<file path="src/rtl/pkgrld_pkg.sv">
// shared types and constants for the pk glyph run length decoder
// no dependencies

package pkgrld_pkg;

    localparam int ROW_BITS = 64;
    localparam int COL_W    = 7;
    localparam int CFG_IDX_W = 3;
    localparam int CFG_DAT_W = 10;

    localparam logic [CFG_IDX_W-1:0] REG_DYN_F       = 3'd0;
    localparam logic [CFG_IDX_W-1:0] REG_FIRST_BLACK = 3'd1;
    localparam logic [CFG_IDX_W-1:0] REG_WIDTH       = 3'd2;
    localparam logic [CFG_IDX_W-1:0] REG_HEIGHT      = 3'd3;
    localparam logic [CFG_IDX_W-1:0] REG_PKT_BYTES   = 3'd4;

    localparam logic [3:0] DYN_F_RAW  = 4'd14;
    localparam logic [3:0] DYN_F_MAX  = 4'd13;
    localparam logic [3:0] NYB_REPEAT = 4'd14;
    localparam logic [3:0] NYB_REP1   = 4'd15;

    localparam logic [2:0] PH_IDLE      = 3'd0;
    localparam logic [2:0] PH_REP_FIRST = 3'd1;
    localparam logic [2:0] PH_TWO       = 3'd2;
    localparam logic [2:0] PH_ZEROS     = 3'd4;
    localparam logic [2:0] PH_DIGITS    = 3'd6;

    localparam logic [9:0] SEEN_MAX = 10'd1023;

    typedef struct packed {
        logic load_in;
        logic start;
        logic inc_seen;
        logic clr_seen;
        logic emit_err;
        logic nyb_step;
        logic nyb_sel;
        logic run_step;
        logic run_end;
        logic emit_row;
        logic dec_rep;
        logic row_final;
        logic raw_begin;
        logic raw_step;
        logic fill;
        logic clr_num;
    } t_cmd;

    typedef struct packed {
        logic seen_zero;
        logic raw;
        logic short_pkt;
        logic finished;
        logic nyb_is_run;
        logic run_zero;
        logic col_ge_w;
        logic take_fills;
        logic raw_fills;
        logic rc_lt_h;
        logic rep_nz;
        logic bits_zero;
        logic last;
        logic out_free;
    } t_stat;

endpackage

</file>
<file path="src/rtl/pk_glyph_run_length_decoder.sv">
// top level of the pk glyph run length decoder
// depends on pkgrld_pkg, pkgrld_ctrl, pkgrld_dp
//
// usage:
//   config channel (i_cfg_valid/o_cfg_ready, i_cfg_index, i_cfg_data) writes
//   dyn_f (0), first_run_black (1), width (2), height (3), packet_bytes (4);
//   write only while the decoder is idle. the port is always ready.
//   input channel takes one packet byte per item, high nybble first, with
//   i_last_byte on the last byte of the glyph packet.
//   output channel gives one bitmap row per item, 1 white, column x in bit 63-x,
//   or a single error item with o_short_packet for a too short raw packet.
// sequence:
//   one byte is taken at a time: it is loaded, checked and dispatched, then
//   its nybbles are decoded in packed mode or its bits in raw mode; each run
//   paints its row segments and then ends, each finished row is put out with
//   its repeated rows, and the error item for a short raw packet comes first;
//   the glyph end puts out the missing rows.
//   a row item is valid from the cycle after it is formed until it is taken.
// reset: synchronous active low, control and config registers to defaults,
//   no item pending; the held byte and the output item fields are not reset.
// stall: while the output item is not taken, row output and hence the input
//   side wait; no item is lost or repeated.

module pk_glyph_run_length_decoder #(
    parameter int MAX_WIDTH  = 64,
    parameter int MAX_HEIGHT = 64,
    parameter int COUNT_BITS = 24
) (
    input  logic                             i_clk,
    input  logic                             i_rst_n,
    input  logic                             i_cfg_valid,
    output logic                             o_cfg_ready,
    input  logic [pkgrld_pkg::CFG_IDX_W-1:0] i_cfg_index,
    input  logic [pkgrld_pkg::CFG_DAT_W-1:0] i_cfg_data,
    input  logic                             i_in_valid,
    output logic                             o_in_ready,
    input  logic [7:0]                       i_data_byte,
    input  logic                             i_last_byte,
    output logic                             o_out_valid,
    input  logic                             i_out_ready,
    output logic [pkgrld_pkg::ROW_BITS-1:0]  o_row_bits,
    output logic [5:0]                       o_row_number,
    output logic                             o_glyph_done,
    output logic                             o_short_packet
);
    import pkgrld_pkg::*;

    t_cmd  cmd;
    t_stat stat;

    pkgrld_ctrl u_ctrl (
        .i_clk      (i_clk),
        .i_rst_n    (i_rst_n),
        .i_in_valid (i_in_valid),
        .o_in_ready (o_in_ready),
        .i_stat     (stat),
        .o_cmd      (cmd)
    );

    pkgrld_dp #(
        .MAX_WIDTH  (MAX_WIDTH),
        .MAX_HEIGHT (MAX_HEIGHT),
        .COUNT_BITS (COUNT_BITS)
    ) u_dp (
        .i_clk          (i_clk),
        .i_rst_n        (i_rst_n),
        .i_cfg_valid    (i_cfg_valid),
        .o_cfg_ready    (o_cfg_ready),
        .i_cfg_index    (i_cfg_index),
        .i_cfg_data     (i_cfg_data),
        .i_data_byte    (i_data_byte),
        .i_last_byte    (i_last_byte),
        .o_out_valid    (o_out_valid),
        .i_out_ready    (i_out_ready),
        .o_row_bits     (o_row_bits),
        .o_row_number   (o_row_number),
        .o_glyph_done   (o_glyph_done),
        .o_short_packet (o_short_packet),
        .i_cmd          (cmd),
        .o_stat         (stat)
    );

endmodule

</file>
<file path="src/rtl/pkgrld_ctrl.sv">
// sequencer for the pk glyph decoder: byte dispatch, run loop, row output loop
// depends on pkgrld_pkg

module pkgrld_ctrl (
    input  logic              i_clk,
    input  logic              i_rst_n,
    input  logic              i_in_valid,
    output logic              o_in_ready,
    input  pkgrld_pkg::t_stat i_stat,
    output pkgrld_pkg::t_cmd  o_cmd
);
    import pkgrld_pkg::*;

    localparam logic [3:0] S_IDLE  = 4'd0;
    localparam logic [3:0] S_BEGIN = 4'd1;
    localparam logic [3:0] S_ERR   = 4'd2;
    localparam logic [3:0] S_DISP  = 4'd3;
    localparam logic [3:0] S_NYB   = 4'd4;
    localparam logic [3:0] S_RUN   = 4'd5;
    localparam logic [3:0] S_FR1   = 4'd6;
    localparam logic [3:0] S_FRR   = 4'd7;
    localparam logic [3:0] S_RAW   = 4'd8;
    localparam logic [3:0] S_LAST  = 4'd9;
    localparam logic [3:0] S_FILL  = 4'd10;

    logic [3:0] r_state, n_state;
    logic [3:0] r_ret, n_ret;
    logic       r_sel, n_sel;

    assign o_in_ready = (r_state == S_IDLE);

    always_comb begin
        n_state = r_state;
        n_ret   = r_ret;
        n_sel   = r_sel;
        o_cmd   = '0;
        o_cmd.nyb_sel = r_sel;
        case (r_state)
            S_IDLE: begin
                if (i_in_valid) begin
                    o_cmd.load_in = 1'b1;
                    n_state = S_BEGIN;
                end
            end
            S_BEGIN: begin
                o_cmd.start    = i_stat.seen_zero;
                o_cmd.inc_seen = 1'b1;
                if (i_stat.seen_zero && i_stat.raw && i_stat.short_pkt) n_state = S_ERR;
                else n_state = S_DISP;
            end
            S_ERR: begin
                if (i_stat.out_free) begin
                    o_cmd.emit_err = 1'b1;
                    n_state = S_DISP;
                end
            end
            S_DISP: begin
                if (i_stat.finished) begin
                    n_state = S_LAST;
                end else if (i_stat.raw) begin
                    o_cmd.raw_begin = 1'b1;
                    n_state = S_RAW;
                end else begin
                    n_sel   = 1'b0;
                    n_state = S_NYB;
                end
            end
            S_NYB: begin
                o_cmd.nyb_step = 1'b1;
                if (i_stat.nyb_is_run) begin
                    n_state = S_RUN;
                end else if (!r_sel) begin
                    n_sel = 1'b1;
                end else begin
                    n_state = S_LAST;
                end
            end
            S_RUN: begin
                if (i_stat.run_zero || i_stat.finished) begin
                    o_cmd.run_end = 1'b1;
                    if (!r_sel && !i_stat.finished) begin
                        n_sel   = 1'b1;
                        n_state = S_NYB;
                    end else begin
                        n_state = S_LAST;
                    end
                end else if (i_stat.col_ge_w) begin
                    n_ret   = S_RUN;
                    n_state = S_FR1;
                end else begin
                    o_cmd.run_step = 1'b1;
                    if (i_stat.take_fills) begin
                        n_ret   = S_RUN;
                        n_state = S_FR1;
                    end
                end
            end
            S_FR1: begin
                if (!i_stat.rc_lt_h) begin
                    n_state = S_FRR;
                end else if (i_stat.out_free) begin
                    o_cmd.emit_row = 1'b1;
                    n_state = S_FRR;
                end
            end
            S_FRR: begin
                if (i_stat.rep_nz && i_stat.rc_lt_h) begin
                    if (i_stat.out_free) begin
                        o_cmd.emit_row = 1'b1;
                        o_cmd.dec_rep  = 1'b1;
                    end
                end else begin
                    o_cmd.row_final = 1'b1;
                    n_state = r_ret;
                end
            end
            S_RAW: begin
                if (i_stat.finished || i_stat.bits_zero) begin
                    n_state = S_LAST;
                end else if (i_stat.col_ge_w) begin
                    n_ret   = S_RAW;
                    n_state = S_FR1;
                end else begin
                    o_cmd.raw_step = 1'b1;
                    if (i_stat.raw_fills) begin
                        n_ret   = S_RAW;
                        n_state = S_FR1;
                    end
                end
            end
            S_LAST: begin
                if (!i_stat.last) begin
                    n_state = S_IDLE;
                end else begin
                    o_cmd.clr_num = 1'b1;
                    n_state = S_FILL;
                end
            end
            S_FILL: begin
                if (i_stat.finished) begin
                    o_cmd.clr_seen = 1'b1;
                    n_state = S_IDLE;
                end else begin
                    o_cmd.fill = i_stat.raw;
                    n_ret   = S_FILL;
                    n_state = S_FR1;
                end
            end
            default: begin
                n_state = S_IDLE;
            end
        endcase
    end

    always_ff @(posedge i_clk) begin
        if (!i_rst_n) begin
            r_state <= S_IDLE;
            r_ret   <= S_IDLE;
            r_sel   <= 1'b0;
        end else begin
            r_state <= n_state;
            r_ret   <= n_ret;
            r_sel   <= n_sel;
        end
    end

endmodule

</file>
<file path="src/rtl/pkgrld_dp.sv">
// datapath for the pk glyph decoder: registers, number decoder, row store, output stage
// depends on pkgrld_pkg

module pkgrld_dp #(
    parameter int MAX_WIDTH  = 64,
    parameter int MAX_HEIGHT = 64,
    parameter int COUNT_BITS = 24
) (
    input  logic                                 i_clk,
    input  logic                                 i_rst_n,
    input  logic                                 i_cfg_valid,
    output logic                                 o_cfg_ready,
    input  logic [pkgrld_pkg::CFG_IDX_W-1:0]     i_cfg_index,
    input  logic [pkgrld_pkg::CFG_DAT_W-1:0]     i_cfg_data,
    input  logic [7:0]                           i_data_byte,
    input  logic                                 i_last_byte,
    output logic                                 o_out_valid,
    input  logic                                 i_out_ready,
    output logic [pkgrld_pkg::ROW_BITS-1:0]      o_row_bits,
    output logic [5:0]                           o_row_number,
    output logic                                 o_glyph_done,
    output logic                                 o_short_packet,
    input  pkgrld_pkg::t_cmd                     i_cmd,
    output pkgrld_pkg::t_stat                    o_stat
);
    import pkgrld_pkg::*;

    localparam int CB = COUNT_BITS;
    localparam logic [CB-1:0]  CMAX  = {CB{1'b1}};
    localparam logic [CB:0]    CMAXW = {1'b0, {CB{1'b1}}};
    localparam logic [COL_W-1:0] MAXW = COL_W'(MAX_WIDTH);
    localparam logic [COL_W-1:0] MAXH = COL_W'(MAX_HEIGHT);
    localparam logic [ROW_BITS-1:0] ONES = {ROW_BITS{1'b1}};
    localparam logic [ROW_BITS-1:0] MSB  = {1'b1, {(ROW_BITS-1){1'b0}}};

    logic [3:0]        r_dyn_f;
    logic              r_first_black;
    logic [6:0]        r_width, r_height;
    logic [9:0]        r_pkt_bytes;

    logic [7:0]        r_byte;
    logic              r_last;
    logic [ROW_BITS-1:0] r_store, n_store;
    logic [COL_W-1:0]  r_col, n_col;
    logic [COL_W-1:0]  r_rc, n_rc;
    logic [CB-1:0]     r_run, n_run;
    logic              r_color, n_color;
    logic [CB-1:0]     r_rep, n_rep;
    logic [2:0]        r_phase, n_phase;
    logic [3:0]        r_zeros, n_zeros;
    logic [CB-1:0]     r_acc, n_acc;
    logic [9:0]        r_seen, n_seen;
    logic              r_fin, n_fin;
    logic [3:0]        r_bits, n_bits;

    logic              r_ov, n_ov;
    logic [ROW_BITS-1:0] r_obits, n_obits;
    logic [5:0]        r_onum, n_onum;
    logic              r_odone, n_odone;
    logic              r_oshort, n_oshort;

    logic [COL_W-1:0]  eff_w, eff_h, room, take;
    logic [COL_W:0]    col_take, col_one;
    logic              raw;
    logic [12:0]       area;
    logic [9:0]        need_bytes;
    logic [3:0]        d, v;
    logic [7:0]        d15;
    logic [8:0]        two_val;
    logic [CB+3:0]     dig_full;
    logic [CB-1:0]     dig_acc;
    logic [3:0]        dig_zeros;
    logic [CB:0]       dig_t;
    logic              nd_done, nd_kind;
    logic [CB:0]       nd_val;
    logic [CB-1:0]     nd_sat;
    logic [2:0]        nd_phase;
    logic [3:0]        nd_zeros;
    logic [CB-1:0]     nd_acc;
    logic              nd_rep1;
    logic [ROW_BITS-1:0] span;
    logic [2:0]        bit_idx;
    logic              out_free;

    assign o_cfg_ready = 1'b1;

    assign eff_w = (r_width == '0) ? COL_W'(1) : ((r_width > MAXW) ? MAXW : r_width);
    assign eff_h = (r_height == '0) ? COL_W'(1) : ((r_height > MAXH) ? MAXH : r_height);
    assign raw   = (r_dyn_f >= DYN_F_RAW);
    assign area  = 13'(eff_w) * 13'(eff_h);
    assign need_bytes = 10'((area + 13'd7) >> 3);

    assign room     = eff_w - r_col;
    assign take     = ({{(CB > COL_W ? CB-COL_W : 0){1'b0}}, room} > r_run) ? r_run[COL_W-1:0] : room;
    assign col_take = {1'b0, r_col} + {1'b0, take};
    assign col_one  = {1'b0, r_col} + (COL_W+1)'(1);
    assign span     = (ONES >> r_col) & ~(ONES >> col_take);
    assign bit_idx  = 3'(r_bits - 4'd1);
    assign out_free = !r_ov || i_out_ready;

    // packed number decoder, one nybble
    always_comb begin
        d  = (r_dyn_f > DYN_F_MAX) ? DYN_F_MAX : r_dyn_f;
        v  = i_cmd.nyb_sel ? r_byte[3:0] : r_byte[7:4];
        d15 = 8'(d) * 8'd15;
        two_val = {1'b0, 4'(r_acc[3:0] - d - 4'd1), v} + 9'(d) + 9'd1;
        dig_full = {r_acc, 4'b0} + (CB+4)'(v);
        dig_acc  = (dig_full > (CB+4)'(CMAX)) ? CMAX : dig_full[CB-1:0];
        dig_zeros = (r_zeros != 4'd0) ? r_zeros - 4'd1 : 4'd0;
        dig_t    = {1'b0, dig_acc} + (CB+1)'(193);
        nd_done  = 1'b0;
        nd_kind  = r_phase[0];
        nd_val   = '0;
        nd_phase = r_phase;
        nd_zeros = r_zeros;
        nd_acc   = r_acc;
        nd_rep1  = 1'b0;
        if (r_phase == PH_IDLE || r_phase == PH_REP_FIRST) begin
            if (r_phase == PH_IDLE && v == NYB_REPEAT) begin
                nd_phase = PH_REP_FIRST;
            end else if (r_phase == PH_IDLE && v == NYB_REP1) begin
                nd_rep1 = 1'b1;
            end else if (r_phase == PH_REP_FIRST && v >= NYB_REPEAT) begin
                nd_done = 1'b1;
                nd_kind = 1'b1;
            end else if (v == 4'd0) begin
                nd_zeros = 4'd1;
                nd_phase = PH_ZEROS | {2'b0, r_phase[0]};
            end else if (v <= d) begin
                nd_done = 1'b1;
                nd_val  = (CB+1)'(v);
            end else begin
                nd_acc   = CB'(v);
                nd_phase = PH_TWO | {2'b0, r_phase[0]};
            end
        end else if ((r_phase & 3'd6) == PH_TWO) begin
            nd_done = 1'b1;
            nd_val  = (CB+1)'(two_val);
        end else if ((r_phase & 3'd6) == PH_ZEROS) begin
            if (v == 4'd0) begin
                if (r_zeros < 4'd15) nd_zeros = r_zeros + 4'd1;
            end else begin
                nd_acc   = CB'(v);
                nd_phase = PH_DIGITS | {2'b0, r_phase[0]};
            end
        end else begin
            nd_acc   = dig_acc;
            nd_zeros = dig_zeros;
            if (dig_zeros == 4'd0) begin
                nd_done = 1'b1;
                nd_val  = (dig_t >= (CB+1)'(d15)) ? dig_t - (CB+1)'(d15) : '0;
            end
        end
        nd_sat = (nd_val > CMAXW) ? CMAX : nd_val[CB-1:0];
    end

    always_comb begin
        o_stat.seen_zero  = (r_seen == '0);
        o_stat.raw        = raw;
        o_stat.short_pkt  = (r_pkt_bytes < need_bytes);
        o_stat.finished   = r_fin;
        o_stat.nyb_is_run = nd_done && !nd_kind;
        o_stat.run_zero   = (r_run == '0);
        o_stat.col_ge_w   = (r_col >= eff_w);
        o_stat.take_fills = (col_take >= {1'b0, eff_w});
        o_stat.raw_fills  = (col_one >= {1'b0, eff_w});
        o_stat.rc_lt_h    = (r_rc < eff_h);
        o_stat.rep_nz     = (r_rep != '0);
        o_stat.bits_zero  = (r_bits == 4'd0);
        o_stat.last       = r_last;
        o_stat.out_free   = out_free;
    end

    always_comb begin
        n_store = r_store;
        n_col   = r_col;
        n_rc    = r_rc;
        n_run   = r_run;
        n_color = r_color;
        n_rep   = r_rep;
        n_phase = r_phase;
        n_zeros = r_zeros;
        n_acc   = r_acc;
        n_seen  = r_seen;
        n_fin   = r_fin;
        n_bits  = r_bits;
        n_ov    = r_ov && !i_out_ready;
        n_obits = r_obits;
        n_onum  = r_onum;
        n_odone = r_odone;
        n_oshort = r_oshort;

        if (i_cmd.start) begin
            n_rc    = '0;
            n_run   = '0;
            n_rep   = '0;
            n_phase = PH_IDLE;
            n_acc   = '0;
            n_zeros = '0;
            n_fin   = 1'b0;
            n_color = !r_first_black;
            n_store = raw ? '0 : ONES;
            n_col   = '0;
        end
        if (i_cmd.inc_seen && r_seen < SEEN_MAX) n_seen = r_seen + 10'd1;
        if (i_cmd.clr_seen) n_seen = '0;
        if (i_cmd.emit_err) begin
            n_ov     = 1'b1;
            n_obits  = '0;
            n_onum   = '0;
            n_odone  = 1'b1;
            n_oshort = 1'b1;
            n_fin    = 1'b1;
        end
        if (i_cmd.nyb_step) begin
            n_phase = nd_phase;
            n_zeros = nd_zeros;
            n_acc   = nd_acc;
            if (nd_rep1) n_rep = CB'(1);
            if (nd_done) begin
                n_phase = PH_IDLE;
                n_acc   = '0;
                n_zeros = '0;
                if (nd_kind) n_rep = nd_sat;
                else n_run = nd_sat;
            end
        end
        if (i_cmd.run_step) begin
            if (!r_color) n_store = r_store & ~span;
            n_col = col_take[COL_W-1:0];
            n_run = r_run - CB'(take);
        end
        if (i_cmd.run_end) begin
            n_run   = '0;
            n_color = !r_color;
        end
        if (i_cmd.emit_row) begin
            n_ov     = 1'b1;
            n_obits  = r_store;
            n_onum   = r_rc[5:0];
            n_odone  = ((r_rc + COL_W'(1)) >= eff_h);
            n_oshort = 1'b0;
            n_rc     = r_rc + COL_W'(1);
            if (i_cmd.dec_rep) n_rep = r_rep - CB'(1);
        end
        if (i_cmd.row_final) begin
            n_rep = '0;
            if (r_rc >= eff_h) begin
                n_fin = 1'b1;
                n_run = '0;
            end
            n_store = raw ? '0 : ONES;
            n_col   = '0;
        end
        if (i_cmd.raw_begin) begin
            n_rep  = '0;
            n_bits = 4'd8;
        end
        if (i_cmd.raw_step) begin
            if (!r_byte[bit_idx]) n_store = r_store | (MSB >> r_col);
            n_col  = col_one[COL_W-1:0];
            n_bits = r_bits - 4'd1;
        end
        if (i_cmd.fill) begin
            n_rep = '0;
            if (r_col < eff_w) n_store = r_store | ((ONES >> r_col) & ~(ONES >> eff_w));
        end
        if (i_cmd.clr_num) begin
            n_phase = PH_IDLE;
            n_acc   = '0;
            n_zeros = '0;
        end
    end

    always_ff @(posedge i_clk) begin
        if (!i_rst_n) begin
            r_dyn_f       <= '0;
            r_first_black <= 1'b0;
            r_width       <= 7'd1;
            r_height      <= 7'd1;
            r_pkt_bytes   <= '0;
        end else if (i_cfg_valid) begin
            case (i_cfg_index)
                REG_DYN_F:       r_dyn_f       <= i_cfg_data[3:0];
                REG_FIRST_BLACK: r_first_black <= i_cfg_data[0];
                REG_WIDTH:       r_width       <= i_cfg_data[6:0];
                REG_HEIGHT:      r_height      <= i_cfg_data[6:0];
                REG_PKT_BYTES:   r_pkt_bytes   <= i_cfg_data;
                default: begin
                end
            endcase
        end
    end

    always_ff @(posedge i_clk) begin
        if (!i_rst_n) begin
            r_store <= ONES;
            r_col   <= '0;
            r_rc    <= '0;
            r_run   <= '0;
            r_color <= 1'b1;
            r_rep   <= '0;
            r_phase <= PH_IDLE;
            r_zeros <= '0;
            r_acc   <= '0;
            r_seen  <= '0;
            r_fin   <= 1'b0;
            r_bits  <= '0;
            r_ov    <= 1'b0;
        end else begin
            r_store <= n_store;
            r_col   <= n_col;
            r_rc    <= n_rc;
            r_run   <= n_run;
            r_color <= n_color;
            r_rep   <= n_rep;
            r_phase <= n_phase;
            r_zeros <= n_zeros;
            r_acc   <= n_acc;
            r_seen  <= n_seen;
            r_fin   <= n_fin;
            r_bits  <= n_bits;
            r_ov    <= n_ov;
        end
    end

    always_ff @(posedge i_clk) begin
        if (i_cmd.load_in) begin
            r_byte <= i_data_byte;
            r_last <= i_last_byte;
        end
        r_obits  <= n_obits;
        r_onum   <= n_onum;
        r_odone  <= n_odone;
        r_oshort <= n_oshort;
    end

    assign o_out_valid    = r_ov;
    assign o_row_bits     = r_obits;
    assign o_row_number   = r_onum;
    assign o_glyph_done   = r_odone;
    assign o_short_packet = r_oshort;

    a_col_range: assert property (@(posedge i_clk) disable iff (!i_rst_n)
        r_col <= COL_W'(ROW_BITS))
        else $error("column position past row end");

    a_err_result: assert property (@(posedge i_clk) disable iff (!i_rst_n)
        (r_ov && r_oshort) |-> (r_odone && r_onum == 6'd0 && r_obits == '0))
        else $error("error item malformed");

    a_no_emit_busy: assert property (@(posedge i_clk) disable iff (!i_rst_n)
        (i_cmd.emit_row || i_cmd.emit_err) |-> out_free)
        else $error("item written into a full output stage");

    a_rows_bounded: assert property (@(posedge i_clk) disable iff (!i_rst_n)
        i_cmd.emit_row |-> (r_rc < eff_h))
        else $error("row past glyph height");

endmodule

</file>
<file path="config.mk">
export PLATFORM = sky130hd
export DESIGN_NAME = pk_glyph_run_length_decoder
export DESIGN_NICKNAME = d
export VERILOG_FILES = /design/src/rtl/pkgrld_pkg.sv /design/src/rtl/pk_glyph_run_length_decoder.sv /design/src/rtl/pkgrld_ctrl.sv /design/src/rtl/pkgrld_dp.sv
export SDC_FILE = /design/constraint.sdc
export NUM_CORES = 1
export LEC_CHECK = 0
export BUFFER_PORTS_ARGS = -buffer_cell sky130_fd_sc_hd__buf_2
export CORE_AREA = 3 3 273 275
export CTS_BUF_LIST = sky130_fd_sc_hd__clkbuf_16
export CTS_CLUSTER_DIAMETER = 50
export DETAILED_ROUTE_END_ITERATION = 8
export DIE_AREA = 0 0 276 278
export GPL_ROUTABILITY_DRIVEN = 1
export GPL_TIMING_DRIVEN = 0
export SYNTH_ARGS = -nofsm -noshare
export SYNTH_HDL_FRONTEND = slang
export SYNTH_SLANG_ARGS = --single-unit
export TNS_END_PERCENT = 1
</file>
<file path="constraint.sdc">
create_clock -name i_clk -period 7.9 [get_ports i_clk]
set_clock_uncertainty 0.2 [all_clocks]
set_input_delay 0.79 -clock i_clk [delete_from_list [all_inputs] [get_ports i_clk]]
set_output_delay 0.79 -clock i_clk [all_outputs]
set_load 0.01 [all_outputs]
</file>
==> results_dict.tcl <==
set metrics [dict create \
    drt_iter0_markers 2918 \
    p_per_area_nw_per_um2 297.4 \
    cts_hold_buf 0 \
    grt_max_degree 69 \
    endpoint "u_dp.r_store[26]" \
    cts.sinks 292 \
    grt_pass1_vias 23820 \
    regToRegSetupSlack_ns 0.15 \
    synth.largest_area_cell "dfxtp_1" \
    clkLatencyLatePin_ns 0.63 \
    area_delta_synth_final_pct 17.72 \
    cp_max_fo 10 \
    layout.nets 3345 \
    die_w_um 276 \
    hold_path.class "in -> reg" \
    yosysTopAreaCellShare_pct 18.34 \
    cts-buffers-inserted 53 \
    ctsHtreeMaxLevel 2 \
    relSlewSlack_pct 6.879 \
    syn_avg_cell_area_um2 7.806 \
    peakVddDrop_v 0.0002391 \
    first_pass_iters 7 \
    place_inst 4029 \
    cp-start-kind "flip-flop" \
    period_needed_ns 7.749 \
    final_util_pct 37.52 \
    slowest_stage "a21oi_2" \
    finalSetupTns_ns 0 \
    syn_inst 2964 \
    whs_path_depth 1 \
    fin_cells 4142 \
    antenna_left 0 \
    synthArstFlopShare_pct 0 \
    core_region_area_um2 72590 \
    ys_types 94 \
    synth_edf_count 80 \
    status "finished, final reports clean" \
    cp_slowest_stage_delay_ns 0.70 \
    finalMaxSlewViolations 0 \
    final_hold_viol_count 0 \
    synthesis.area_um2 23140 \
    wl_per_cell_um 27.62 \
    vias 25250 \
    yosysWarnings 0 \
    maxCapViolations 0 \
    endpoint_kind "flip-flop" \
    grt_antenna_before_repair 7 \
    drive_gt1_share_pct 10.15 \
    design_area_um2 27240 \
    cp.arrival_ns 8.01 \
    wirelength_um 114400 \
    critPathLaunch "u_dp.r_width[5]" \
    synthTopCellsByArea "dfxtp_1, edfxtp_1, ha_1" \
    ys_ff_latch 292 \
    num_io_pins 102 \
    clk_pin_slew_worst_paths_ns 0.06 \
    io_buffers 100 \
    placed_area_um2 24940 \
    r2r_start "u_dp.r_width[5]" \
    p_leak_nw 10.41 \
    syn_nets 3172 \
    setup_viol 0 \
    gp_congestion 1.046 \
    cts_buffer_depth 3 \
    cts-root-buf "clkbuf_16" \
    routed_via_density 6.095 \
    dieArea_um2 76730 \
    rows 99 \
    grt.total_usage_pct 28.61 \
    grt-ovfl-total 0 \
    max_clock_freq_mhz 129.1 \
    die_y_um 278 \
    rr_worst_depth 29 \
    ys.flop_type "dfxtp_1" \
    cts_tree "yes" \
    required_ns 8.16 \
    initial_core_util_pct 31.87 \
    period_share_pct 98.08 \
    path_class "reg -> reg" \
    hold_ws_ns 0.1295 \
    dp_hpwl_um 86320 \
    grt_pass1_wl_um 165200 \
    worst_slew_pin_slew_ns 1.384 \
    r2r_end "u_dp.r_store[26]" \
    remaining_drc_errors 0 \
    ys_seq_area_share_pct 28.73 \
]
## per-layer routing
| metal | up-vias | track usage [%] | routed length, um |
|---|---|---|---|
| met5 | - | 0 | 40 |
| met4 | 6 | 16.47 | 7823 |
| met3 | 390 | 6.686 | 11010 |
| met2 | 1416 | 43.62 | 48600 |
| met1 | 12090 | 37.12 | 46950 |
| li1 | 11340 | - | - |
## logic make-up (layout without fill, tap and decap cells)
group | count (synthesis) | count (layout) | share of synthesized area [%]
mux | 49 | 49 | 2.298
simple gates | 1021 | 1021 | 21.11
buf+inv | 319 | 537 | 5.316
other cells | 1 | 2 | 0.01621
xor+xnor | 78 | 78 | 3.034
compound gates | 1023 | 1023 | 28.54
fa+ha+maj | 181 | 181 | 10.96
flops | 292 | 292 | 28.73
## sequential cells by signal (all words and copies together) (netlist names), 3 cells and up
signal	count
u_dp.r_dyn_f	4
u_dp.r_store	64
u_dp.o_row_bits	64
u_dp.r_bits	4
u_dp.o_row_number	6
u_dp.r_phase	3
u_ctrl.r_state	4
u_dp.r_height	7
u_ctrl.r_ret	3
u_dp.r_width	7
u_dp.r_seen	10
u_dp.r_acc	24
u_dp.r_rc	7
u_dp.r_rep	24
u_dp.r_zeros	4
u_dp.r_byte	8
u_dp.r_pkt_bytes	10
u_dp.r_run	24
u_dp.r_col	7
## synthesized netlist by cell type, types with 34 or more instances
| library cell | number |
|---|---|
| nor2_1 | 292 |
| nand2_1 | 276 |
| a21oi_1 | 274 |
| o21ai_0 | 226 |
| dfxtp_1 | 212 |
| clkbuf_1 | 152 |
| ha_1 | 145 |
| inv_1 | 133 |
| and2_1 | 87 |
| a31oi_1 | 86 |
| edfxtp_1 | 80 |
| nand3_1 | 79 |
| nor3_1 | 65 |
| a211oi_1 | 61 |
| o211ai_1 | 50 |
| xnor2_1 | 43 |
| o311ai_0 | 38 |
| mux2i_1 | 37 |
| fa_1 | 36 |
| a21o_1 | 34 |
| xor2_1 | 34 |
## per-stage QoR
stage | worst slack, ns | power [mW]
floorplan | 0.08596 | 4.178
global placement | -3.918 | 5.426
detailed placement | -3.289 | 5.410
CTS | -0.1520 | 7.984
global route | -0.02230 | 8.475
finish | 0.1514 | 8.099
## layout make-up
cell class	count	area, um^2
antenna	1	2.502
clock buffer	54	1351
fill	7763	45350
tap	959	1200
timing repair buffer	123	704.4
clock inverter	46	561.8
sequential	292	6649
inverter	140	549.3
buffer	174	703.2
multi-input combinational	2353	15510
## report_power, final
group          total (mW)  switching (mW)  internal, mW  leakage (nW)
sequential           2.18           0.301          1.87          2.47
clock                2.49           0.986          1.50         0.943
combinational        3.44            2.31          1.13          7.00
## what timing repair did
item                       CTS  global route
setup endpoints to repair  100            73
pin swaps                    6             3
buffers inserted             8             9
gates resized for setup     40            21
## worst max-delay path, delay by kind of cell (launching register included)
family                   cells  cell delay (ns)
AO/OA/AOI/OAI               10             2.10
multiplexers                 1             0.27
buffers and inverters        3             0.59
flip-flops                   1             0.42
XOR/XNOR                     1             0.31
adder cells (fa/ha/maj)      4             1.27
AND/OR/NAND/NOR             10             2.41
## how the worst min path moves through the flow
| stage | end | startpoint | slack [ns] |
|---|---|---|---|
| after floorplan | u_dp.r_pkt_bytes[0] | u_dp.r_pkt_bytes[0] | 0.24 |
| after global placement | u_dp.r_pkt_bytes[6] | u_dp.r_pkt_bytes[6] | 0.25 |
| after detailed placement | u_dp.r_pkt_bytes[7] | u_dp.r_pkt_bytes[7] | 0.25 |
| after CTS | u_dp.r_byte[1] | i_data_byte[1] | 0.10 |
| after global routing | u_dp.r_byte[7] | i_data_byte[7] | 0.12 |
| final | u_dp.r_byte[1] | i_data_byte[1] | 0.13 |
## placed cells by master, fill, tap and decap left out, types with 19 or more instances in the layout
cell type,count
nand2b_1,22
o21a_1,24
buf_4,24
a21o_1,33
a21oi_1,271
nor3_1,59
edfxtp_1,80
o2bb2ai_1,19
nand2_1,275
nand3_1,79
nor2b_1,33
ha_1,145
a211oi_1,61
inv_1,131
clkbuf_16,54
nand4_1,28
and2_1,87
clkbuf_1,142
and3_1,19
mux2i_1,36
xor2_1,33
a31oi_1,84
fa_1,35
nor2_1,290
dfxtp_1,210
o311ai_0,38
nor4_1,26
o21ai_0,222
xnor2_1,37
o211ai_1,50
buf_2,105
or3_1,25
a311oi_1,25
No activity file was read; power rests on OpenSTA's default activity.
